--- src/design/led_blink_and_breathing_pattern_defines.svh ---
// Assertion macros shared by the LED blink and breathing pattern design.
`ifndef LED_BLINK_AND_BREATHING_PATTERN_DEFINES_SVH
`define LED_BLINK_AND_BREATHING_PATTERN_DEFINES_SVH

`ifndef SYNTHESIS

// Same-cycle implication, checked on every rising edge outside reset.
`define LBBP_ASSERT_IMP(lbl, ante, cons) \
    lbl: assert property (@(posedge clk) disable iff (!rst_n) (ante) |-> (cons)) \
        else $error("assertion failed");

// Next-cycle implication, checked on every rising edge outside reset.
`define LBBP_ASSERT_NEXT(lbl, ante, cons) \
    lbl: assert property (@(posedge clk) disable iff (!rst_n) (ante) |=> (cons)) \
        else $error("assertion failed");

`else

`define LBBP_ASSERT_IMP(lbl, ante, cons)
`define LBBP_ASSERT_NEXT(lbl, ante, cons)

`endif

`endif

--- src/design/lbbp_pkg.sv ---
// Package with the types and constants of the LED blink and breathing pattern design.
package lbbp_pkg;

    localparam int DUTY_W      = 16;
    localparam int COUNT_W     = 8;
    localparam int PCNT_W      = COUNT_W + 1;
    localparam int WAIT_W      = 16;
    localparam int CFG_INDEX_W = 8;
    localparam int RAMP_W      = DUTY_W + 2;

    localparam int DEF_RAMP_STEP   = 10;
    localparam int DEF_RAMP_PERIOD = 5;

    localparam logic [DUTY_W-1:0] DUTY_FULL = '1;
    localparam logic [DUTY_W-1:0] DUTY_OFF  = '0;

    localparam logic [WAIT_W-1:0] PULSE_ON_RST   = 16'd200;
    localparam logic [WAIT_W-1:0] PULSE_OFF_RST  = 16'd200;
    localparam logic [DUTY_W-1:0] BREATH_MIN_RST = 16'd0;
    localparam logic [DUTY_W-1:0] BREATH_MAX_RST = 16'hFFFF;

    // Register indexes of the configuration channel.
    typedef enum logic [CFG_INDEX_W-1:0] {
        CFG_PULSE_ON   = 8'd0,
        CFG_PULSE_OFF  = 8'd1,
        CFG_BREATH_MIN = 8'd2,
        CFG_BREATH_MAX = 8'd3
    } cfg_index_t;

    typedef struct packed {
        logic [WAIT_W-1:0] pulse_on_ticks;
        logic [WAIT_W-1:0] pulse_off_ticks;
        logic [DUTY_W-1:0] breath_min_duty;
        logic [DUTY_W-1:0] breath_max_duty;
    } cfg_t;

    typedef struct packed {
        logic [DUTY_W-1:0] duty_now;
        logic              ramp_down;
        logic              lit_phase;
        logic [WAIT_W-1:0] wait_left;
        logic [PCNT_W-1:0] pulse_counter;
    } status_t;

endpackage

--- src/design/lbbp_ifs.sv ---
// Handshake interfaces for the item, result and configuration channels.
interface lbbp_item_if;
    import lbbp_pkg::*;
    logic               valid;
    logic               ready;
    logic               mode;
    logic [COUNT_W-1:0] burst_pulses;
    logic               error_on;

    modport source (output valid, mode, burst_pulses, error_on, input ready);
    modport sink (input valid, mode, burst_pulses, error_on, output ready);
endinterface

interface lbbp_result_if;
    import lbbp_pkg::*;
    logic               valid;
    logic               ready;
    logic [DUTY_W-1:0]  fault_duty;
    logic [DUTY_W-1:0]  status_duty;
    logic [COUNT_W-1:0] pulses_left;

    modport source (output valid, fault_duty, status_duty, pulses_left, input ready);
    modport sink (input valid, fault_duty, status_duty, pulses_left, output ready);
endinterface

interface lbbp_cfg_if;
    import lbbp_pkg::*;
    logic                   valid;
    logic                   ready;
    logic [CFG_INDEX_W-1:0] index;
    logic [DUTY_W-1:0]      data;

    modport source (output valid, index, data, input ready);
    modport sink (input valid, index, data, output ready);
endinterface

--- src/design/lbbp_status.sv ---
// Next-state logic of the status LED: burst phases and the heartbeat ramp.
module lbbp_status
    import lbbp_pkg::*;
#(
    parameter int RAMP_STEP   = DEF_RAMP_STEP,
    parameter int RAMP_PERIOD = DEF_RAMP_PERIOD
)
(
    input  cfg_t               cfg,
    input  status_t            cur,
    input  logic               start,
    input  logic [COUNT_W-1:0] burst_pulses,
    output status_t            nxt
);

    localparam logic signed [RAMP_W-1:0] STEP_S   = RAMP_W'(RAMP_STEP);
    localparam logic [WAIT_W-1:0]        PERIOD_T = WAIT_W'(RAMP_PERIOD);

    status_t                   work;
    logic                      upd;
    logic signed [RAMP_W-1:0]  duty_s;
    logic signed [RAMP_W-1:0]  ramp_sum;
    logic signed [RAMP_W-1:0]  lo_s;
    logic signed [RAMP_W-1:0]  hi_s;

    // Ramp arithmetic in a signed width that holds one step past either end.
    assign duty_s   = $signed({2'b00, cur.duty_now});
    assign lo_s     = $signed({2'b00, cfg.breath_min_duty});
    assign hi_s     = $signed({2'b00, cfg.breath_max_duty});
    assign ramp_sum = cur.ramp_down ? (duty_s - STEP_S) : (duty_s + STEP_S);

    always_comb
    begin
        work = cur;
        // A start event arms the burst and updates at once; a tick counts the wait down.
        if (start)
        begin
            work.pulse_counter = {1'b0, burst_pulses} + PCNT_W'(1);
            work.lit_phase     = 1'b0;
            upd                = 1'b1;
        end
        else
        begin
            if (cur.wait_left != '0)
            begin
                work.wait_left = cur.wait_left - WAIT_W'(1);
            end
            upd = (work.wait_left == '0);
        end

        nxt = work;
        if (upd)
        begin
            if (work.pulse_counter != '0)
            begin
                // Burst phase: an on phase lights fully, an off phase uses up a pulse.
                if (work.lit_phase)
                begin
                    nxt.duty_now  = DUTY_FULL;
                    nxt.wait_left = cfg.pulse_on_ticks;
                end
                else
                begin
                    nxt.duty_now      = DUTY_OFF;
                    nxt.wait_left     = cfg.pulse_off_ticks;
                    nxt.pulse_counter = work.pulse_counter - PCNT_W'(1);
                end
                nxt.lit_phase = !work.lit_phase;
            end
            else
            begin
                // Heartbeat: one step, clamped and reflected at the bounds.
                nxt.wait_left = PERIOD_T;
                priority if (ramp_sum < lo_s)
                begin
                    nxt.duty_now  = cfg.breath_min_duty;
                    nxt.ramp_down = 1'b0;
                end
                else if (ramp_sum > hi_s)
                begin
                    nxt.duty_now  = cfg.breath_max_duty;
                    nxt.ramp_down = 1'b1;
                end
                else
                begin
                    nxt.duty_now = ramp_sum[DUTY_W-1:0];
                end
            end
        end
    end

endmodule

--- src/design/led_blink_and_breathing_pattern.sv ---
// Top level of the LED blink and breathing pattern generator.
// Latency: a result is valid in the cycle after its item is accepted.
// Throughput: one item per cycle unless the result stalls; the state update is
// a single pass of compare, add and clamp between state and result registers.
// Reset: state clears, configuration registers return to 200, 200, 0 and 65535,
// and the block accepts items from the first cycle after reset.
`include "led_blink_and_breathing_pattern_defines.svh"

module led_blink_and_breathing_pattern
    import lbbp_pkg::*;
#(
    parameter int RAMP_STEP   = DEF_RAMP_STEP,
    parameter int RAMP_PERIOD = DEF_RAMP_PERIOD
)
(
    input  logic          clk,
    input  logic          rst_n,
    lbbp_item_if.sink     item,
    lbbp_result_if.source result,
    lbbp_cfg_if.sink      cfg
);

    cfg_t               cfg_reg;
    status_t            state_reg;
    status_t            state_next;
    logic               res_valid_reg;
    logic [DUTY_W-1:0]  err_duty_reg;
    logic [DUTY_W-1:0]  stat_duty_reg;
    logic [COUNT_W-1:0] pulses_left_reg;
    logic               item_xfer;
    logic               res_xfer;

    // Configuration writes are always taken; unknown indexes are ignored.
    assign cfg.ready = 1'b1;

    always_ff @(posedge clk or negedge rst_n)
    begin
        if (!rst_n)
        begin
            cfg_reg.pulse_on_ticks  <= PULSE_ON_RST;
            cfg_reg.pulse_off_ticks <= PULSE_OFF_RST;
            cfg_reg.breath_min_duty <= BREATH_MIN_RST;
            cfg_reg.breath_max_duty <= BREATH_MAX_RST;
        end
        else if (cfg.valid)
        begin
            unique case (cfg.index)
                CFG_PULSE_ON:   cfg_reg.pulse_on_ticks  <= cfg.data;
                CFG_PULSE_OFF:  cfg_reg.pulse_off_ticks <= cfg.data;
                CFG_BREATH_MIN: cfg_reg.breath_min_duty <= cfg.data;
                CFG_BREATH_MAX: cfg_reg.breath_max_duty <= cfg.data;
                default:        ;
            endcase
        end
    end

    // The result register frees up in the same cycle its transfer completes.
    assign item.ready = !res_valid_reg || result.ready;
    assign item_xfer  = item.valid && item.ready;
    assign res_xfer   = res_valid_reg && result.ready;

    lbbp_status #(
        .RAMP_STEP   (RAMP_STEP),
        .RAMP_PERIOD (RAMP_PERIOD)
    ) u_status (
        .cfg          (cfg_reg),
        .cur          (state_reg),
        .start        (item.mode),
        .burst_pulses (item.burst_pulses),
        .nxt          (state_next)
    );

    // Status state advances once per accepted item.
    always_ff @(posedge clk or negedge rst_n)
    begin
        if (!rst_n)
        begin
            state_reg <= '0;
        end
        else if (item_xfer)
        begin
            state_reg <= state_next;
        end
    end

    // Result valid flag.
    always_ff @(posedge clk or negedge rst_n)
    begin
        if (!rst_n)
        begin
            res_valid_reg <= 1'b0;
        end
        else if (item_xfer)
        begin
            res_valid_reg <= 1'b1;
        end
        else if (res_xfer)
        begin
            res_valid_reg <= 1'b0;
        end
    end

    // Result payload, with the pulse count saturated to its output width.
    always_ff @(posedge clk)
    begin
        if (item_xfer)
        begin
            err_duty_reg    <= item.error_on ? DUTY_FULL : DUTY_OFF;
            stat_duty_reg   <= state_next.duty_now;
            pulses_left_reg <= state_next.pulse_counter[PCNT_W-1] ? '1
                                : state_next.pulse_counter[COUNT_W-1:0];
        end
    end

    assign result.valid       = res_valid_reg;
    assign result.fault_duty  = err_duty_reg;
    assign result.status_duty = stat_duty_reg;
    assign result.pulses_left = pulses_left_reg;

    // Checks on the pipeline and the burst state.
    `LBBP_ASSERT_NEXT(a_item_gives_result, item_xfer, res_valid_reg)
    `LBBP_ASSERT_IMP(a_burst_duty_matches_phase, state_reg.pulse_counter != '0,
        state_reg.duty_now == (state_reg.lit_phase ? DUTY_OFF : DUTY_FULL))
    `LBBP_ASSERT_NEXT(a_start_sets_pulses, item_xfer && item.mode,
        pulses_left_reg == $past(item.burst_pulses))
    `LBBP_ASSERT_NEXT(a_wait_holds_duty,
        item_xfer && !item.mode && state_reg.wait_left > WAIT_W'(1),
        state_reg.duty_now == $past(state_reg.duty_now))

endmodule

--- src/flat_wrapper.sv ---
// flat-port wrapper written by rule: the top's interface ports become plain ports
module led_blink_and_breathing_pattern_flat import lbbp_pkg::*;
#(
    parameter int RAMP_STEP   = DEF_RAMP_STEP,
    parameter int RAMP_PERIOD = DEF_RAMP_PERIOD
)
  (clk, rst_n, item_valid, item_mode, item_burst_pulses, item_error_on, item_ready, result_valid, result_fault_duty, result_status_duty, result_pulses_left, result_ready, cfg_valid, cfg_index, cfg_data, cfg_ready);
  lbbp_item_if item_i ();
  lbbp_result_if result_i ();
  lbbp_cfg_if cfg_i ();
  input  logic clk;
  input  logic rst_n;
  input wire logic [$bits(item_i.valid)-1:0] item_valid;
  input wire logic [$bits(item_i.mode)-1:0] item_mode;
  input wire logic [$bits(item_i.burst_pulses)-1:0] item_burst_pulses;
  input wire logic [$bits(item_i.error_on)-1:0] item_error_on;
  output wire logic [$bits(item_i.ready)-1:0] item_ready;
  output wire logic [$bits(result_i.valid)-1:0] result_valid;
  output wire logic [$bits(result_i.fault_duty)-1:0] result_fault_duty;
  output wire logic [$bits(result_i.status_duty)-1:0] result_status_duty;
  output wire logic [$bits(result_i.pulses_left)-1:0] result_pulses_left;
  input wire logic [$bits(result_i.ready)-1:0] result_ready;
  input wire logic [$bits(cfg_i.valid)-1:0] cfg_valid;
  input wire logic [$bits(cfg_i.index)-1:0] cfg_index;
  input wire logic [$bits(cfg_i.data)-1:0] cfg_data;
  output wire logic [$bits(cfg_i.ready)-1:0] cfg_ready;
  assign item_i.valid = item_valid;
  assign item_i.mode = item_mode;
  assign item_i.burst_pulses = item_burst_pulses;
  assign item_i.error_on = item_error_on;
  assign item_ready = item_i.ready;
  assign result_valid = result_i.valid;
  assign result_fault_duty = result_i.fault_duty;
  assign result_status_duty = result_i.status_duty;
  assign result_pulses_left = result_i.pulses_left;
  assign result_i.ready = result_ready;
  assign cfg_i.valid = cfg_valid;
  assign cfg_i.index = cfg_index;
  assign cfg_i.data = cfg_data;
  assign cfg_ready = cfg_i.ready;
  led_blink_and_breathing_pattern #(.RAMP_STEP(RAMP_STEP), .RAMP_PERIOD(RAMP_PERIOD)) u_core (.clk(clk), .rst_n(rst_n), .item(item_i), .result(result_i), .cfg(cfg_i));
endmodule
--- config.mk ---
export PLATFORM = sky130hd
export DESIGN_NAME = led_blink_and_breathing_pattern_flat
export DESIGN_NICKNAME = d
export VERILOG_FILES = /design/src/design/lbbp_pkg.sv /design/src/design/lbbp_ifs.sv /design/src/design/lbbp_status.sv /design/src/design/led_blink_and_breathing_pattern.sv /design/src/flat_wrapper.sv
export VERILOG_INCLUDE_DIRS = /design/src /design/src/design
export SDC_FILE = /design/constraint.sdc
export NUM_CORES = 1
export LEC_CHECK = 0
export BUFFER_PORTS_ARGS = -buffer_cell sky130_fd_sc_hd__buf_2
export CAP_MARGIN = 5
export CORE_MARGIN = 2
export CORE_UTILIZATION = 47
export CTS_CLUSTER_DIAMETER = 200
export DETAILED_ROUTE_END_ITERATION = 8
export GPL_TIMING_DRIVEN = 1
export PLACE_DENSITY = 0.66
export SLEW_MARGIN = 10
export SYNTH_ARGS = -nofsm -noshare
export SYNTH_HDL_FRONTEND = slang
export SYNTH_SLANG_ARGS = --single-unit
--- constraint.sdc ---
create_clock -name clk -period 10.91 [get_ports clk]
set_clock_uncertainty 0.1 [all_clocks]
set_input_delay 1.091 -clock clk [delete_from_list [all_inputs] [get_ports clk]]
set_output_delay 1.091 -clock clk [all_outputs]
set_load 0.005 [all_outputs]
==> summary.txt <==
Route
  • DR vias: 6467
  • Drt wl/cell: 19.0 um
  • DRT antenna net count: 0
  • First-pass detailed-route iteration total: 5
  • DRT Wirelength: 20800 um
  • # DRC: 0
  • Vias per Instance: 5.89
  • Initial DRC Count: 523

Synth
  • Mean Syn Cell Area: 10.3 um^2
  • Yosys Warn Count: 0
  • Synth area leaders: dfrtp_1 26%, mux2_2 12%, edfxtp_1 9.0%
  • Largest family of logic cells by synthesized area: multiplexers
  • Syn_nets: 879
  • Share of the synthesized area in the top cell type: 25.9%
  • Synthesized area: 0.00830 mm^2
  • Synth Flop Type: dfrtp_1
  • Seq/Total Area, Yosys: 41.9%
  • Adder-cell share of the synthesized area: 5.43%
  • Multiplexer share of the synthesized area: 16.5%
  • Post-synth EDFFs: 25
  • Syn Inst Count: 804
  • Post-synthesis compound-gate area fraction: 13.1%
  • Xor and xnor area share after synthesis: 2.85%
  • Ys async rst share: 81.2%
  • Seq cells post-synth: 133
  • Post-synthesis simple-gate area fraction: 14.7%
  • Top cell type by total area after synthesis: dfrtp_1
  • Netlist cell types: 73

Global routing
  • Largest net degree at the start of global routing: 79
  • Vias in the first global route: 6180
  • GRT overflow: 0
  • All-Layer GR Usage: 23.1%
  • First-pass GRT wire length: 33200 um
  • Antenna violations before repair: 0

Clock tree
  • Clk buf depth: 2
  • Reg clk slew, reported paths: 0.06 ns
  • CTS H-tree depth: 4
  • Root Driver: clkbuf_16
  • CTS Hold Bufs: 0
  • Post-CTS Setup Bufs: 0
  • Clock Latency Late Sink: 0.43 ns
  • Total CTS buffers: 17
  • CTS sink cnt: 133
  • Post-CTS Resized: 0
  • CTS tree: done

Setup path
  • Crit path max fanout: 17
  • CP endpoint kind: flop
  • Worst r2r src: u_core.state_reg[26]
  • Startpoint types: flop
  • Arrival time at the worst endpoint: 4.92 ns
  • Reg-to-reg slack, setup: 6.06 ns
  • WP data required: 10.98 ns
  • Crit. Startpoint: u_core.state_reg[26]
  • Crit path kind: flop to flop

Timing
  • Max Fclk: 0.206 GHz
  • Setup TNS Final: 0 ns
  • Final hold viol count: 0
  • Unrepaired setup endpoints after global routing: no
  • Setup ws final: 6.06 ns
  • Worst Tran Pin Value: 1.15 ns
  • Final Slew Violations: 0
  • Final setup fails: 0
  • Crit share post-route: 44.4%
  • Minimum clock period: 4.85 ns
  • Slew margin rel.: 23.2%

Finish
  • Final cell count without fillers: 1098
  • Total Nets Final: 935
  • Commonest non-fill, non-tap cell in the layout: mux2_2
  • Share of cells above drive strength 1: 30.4%
  • # diodes: 0
  • Most frequent cells in the layout: 87 x mux2_2, 86 x dfrtp_1, 79 x buf_2
  • Synth-to-layout area growth: 13.6%
  • Final core occ: 54.5%
  • Max FFs per register: 64

Placement
  • Inst Count DP: 1066
  • Post-detail-place hpwl: 14900 um
  • Placer Congestion: 0.898
  • Port-buffer cells: 80
  • Setup Slack @ Placement: 6.12 ns

Floorplan
  • Die height: 137 um
  • Die area: 0.0187 mm^2
  • Row cnt: 48
  • Top Ports: 82
  • Starting Density: 48.0%
  • Die W: 137 um
  • Core area: 0.0173 mm^2

Run status
  • Status: finished clean

Power
  • Peak VDD IR: 132 uV
  • Lkg Pwr: 4.09 nW
  • Power Density: 184 mW/mm^2

Min path
  • Hold Crit Start: u_core.state_reg[7]
  • Worst Hold Class: flop to flop

Job
  • # Max-Cap Violations: 0
## power breakdown
part / switching (mW) / internal, mW / total [mW]
logic: 0.265 / 0.212 / 0.477
registers: 0.0661 / 0.566 / 0.632
clock network: 0.223 / 0.406 / 0.628
## Yosys cell counts, drive strengths merged, types with 7 or more instances
| library cell | instances |
|---|---|
| buf | 27 |
| mux2i | 22 |
| a31oi | 13 |
| edfxtp | 25 |
| a21oi | 31 |
| a221o | 8 |
| mux2 | 98 |
| dfrtp | 86 |
| nand2b | 8 |
| clkbuf | 25 |
| dfstp | 22 |
| nand4 | 17 |
| nor2 | 53 |
| nand3 | 18 |
| nor4 | 12 |
| xnor2 | 16 |
| nand2 | 67 |
| o21ai | 42 |
| xor2 | 11 |
| nor3 | 18 |
| a21o | 14 |
| inv | 45 |
| or2 | 7 |
| ha | 36 |
| o221ai | 9 |
## final cells by class
cell class	count	area [um^2]
fill	1536	7870
multi-input combinational	574	4370
sequential	133	3480
clock buffer	25	561
timing repair buffer	89	470
tap	225	282
inverter	45	169
clock inverter	7	101
## logic make-up (layout without fill, tap and decap cells)
logic type | Yosys count | after routing
other | 1 | 1
DFF | 133 | 133
xor gates and xnor gates | 27 | 27
adders and majority gates | 36 | 36
AOI/OAI and AO/OA | 161 | 161
muxes | 120 | 120
buffers and inverters | 97 | 166
and+or+nand+nor | 229 | 229
## path summary, 6_finish.rpt
path                                                 end  cells past startpoint
min in group asynchronous             u_core.cfg_reg[22]                      1
max                        u_core.result.status_duty[13]                     12
min                                  u_core.state_reg[7]                      2
max reg2reg                u_core.result.status_duty[13]                     12
max in group asynchronous             u_core.cfg_reg[20]                      2
min reg2reg                          u_core.state_reg[7]                      2
## critical path, cell delays in order (launching register included)
cell and delay (ns):
dfrtp_1 0.55, nor3b_1 0.41, nand3_1 0.25, o32ai_1 0.40, xor2_1 0.30, ha_1 0.30
nand4_1 0.11, nor2_1 0.07, a41o_1 0.23, o21ai_2 0.81, mux2_2 0.42, a221o_1 0.36
mux2_4 0.26
## layer usage
metal  up-vias  GRT usage, %  part of all wire, %
li1       3070             -                    -
met1      3141          31.6                   46
met2       217          36.8                   46
met3        39          4.56                  5.7
met4         0          8.02                  2.1
met5         -             0                    0
## stage by stage
stage | hold WS (ns) | cell area (um^2) | power, mW
2_1_floorplan | 0.345 | 8300 | 0.980
3_3_place_gp | 0.366 | 8770 | 1.10
3_5_place_dp | 0.374 | 8770 | 1.11
4_1_cts | 0.386 | 9430 | 1.74
5_1_grt | 0.417 | 9430 | 1.83
6_report | 0.384 | 9430 | 1.74
No activity file was read; power rests on OpenSTA's default activity.
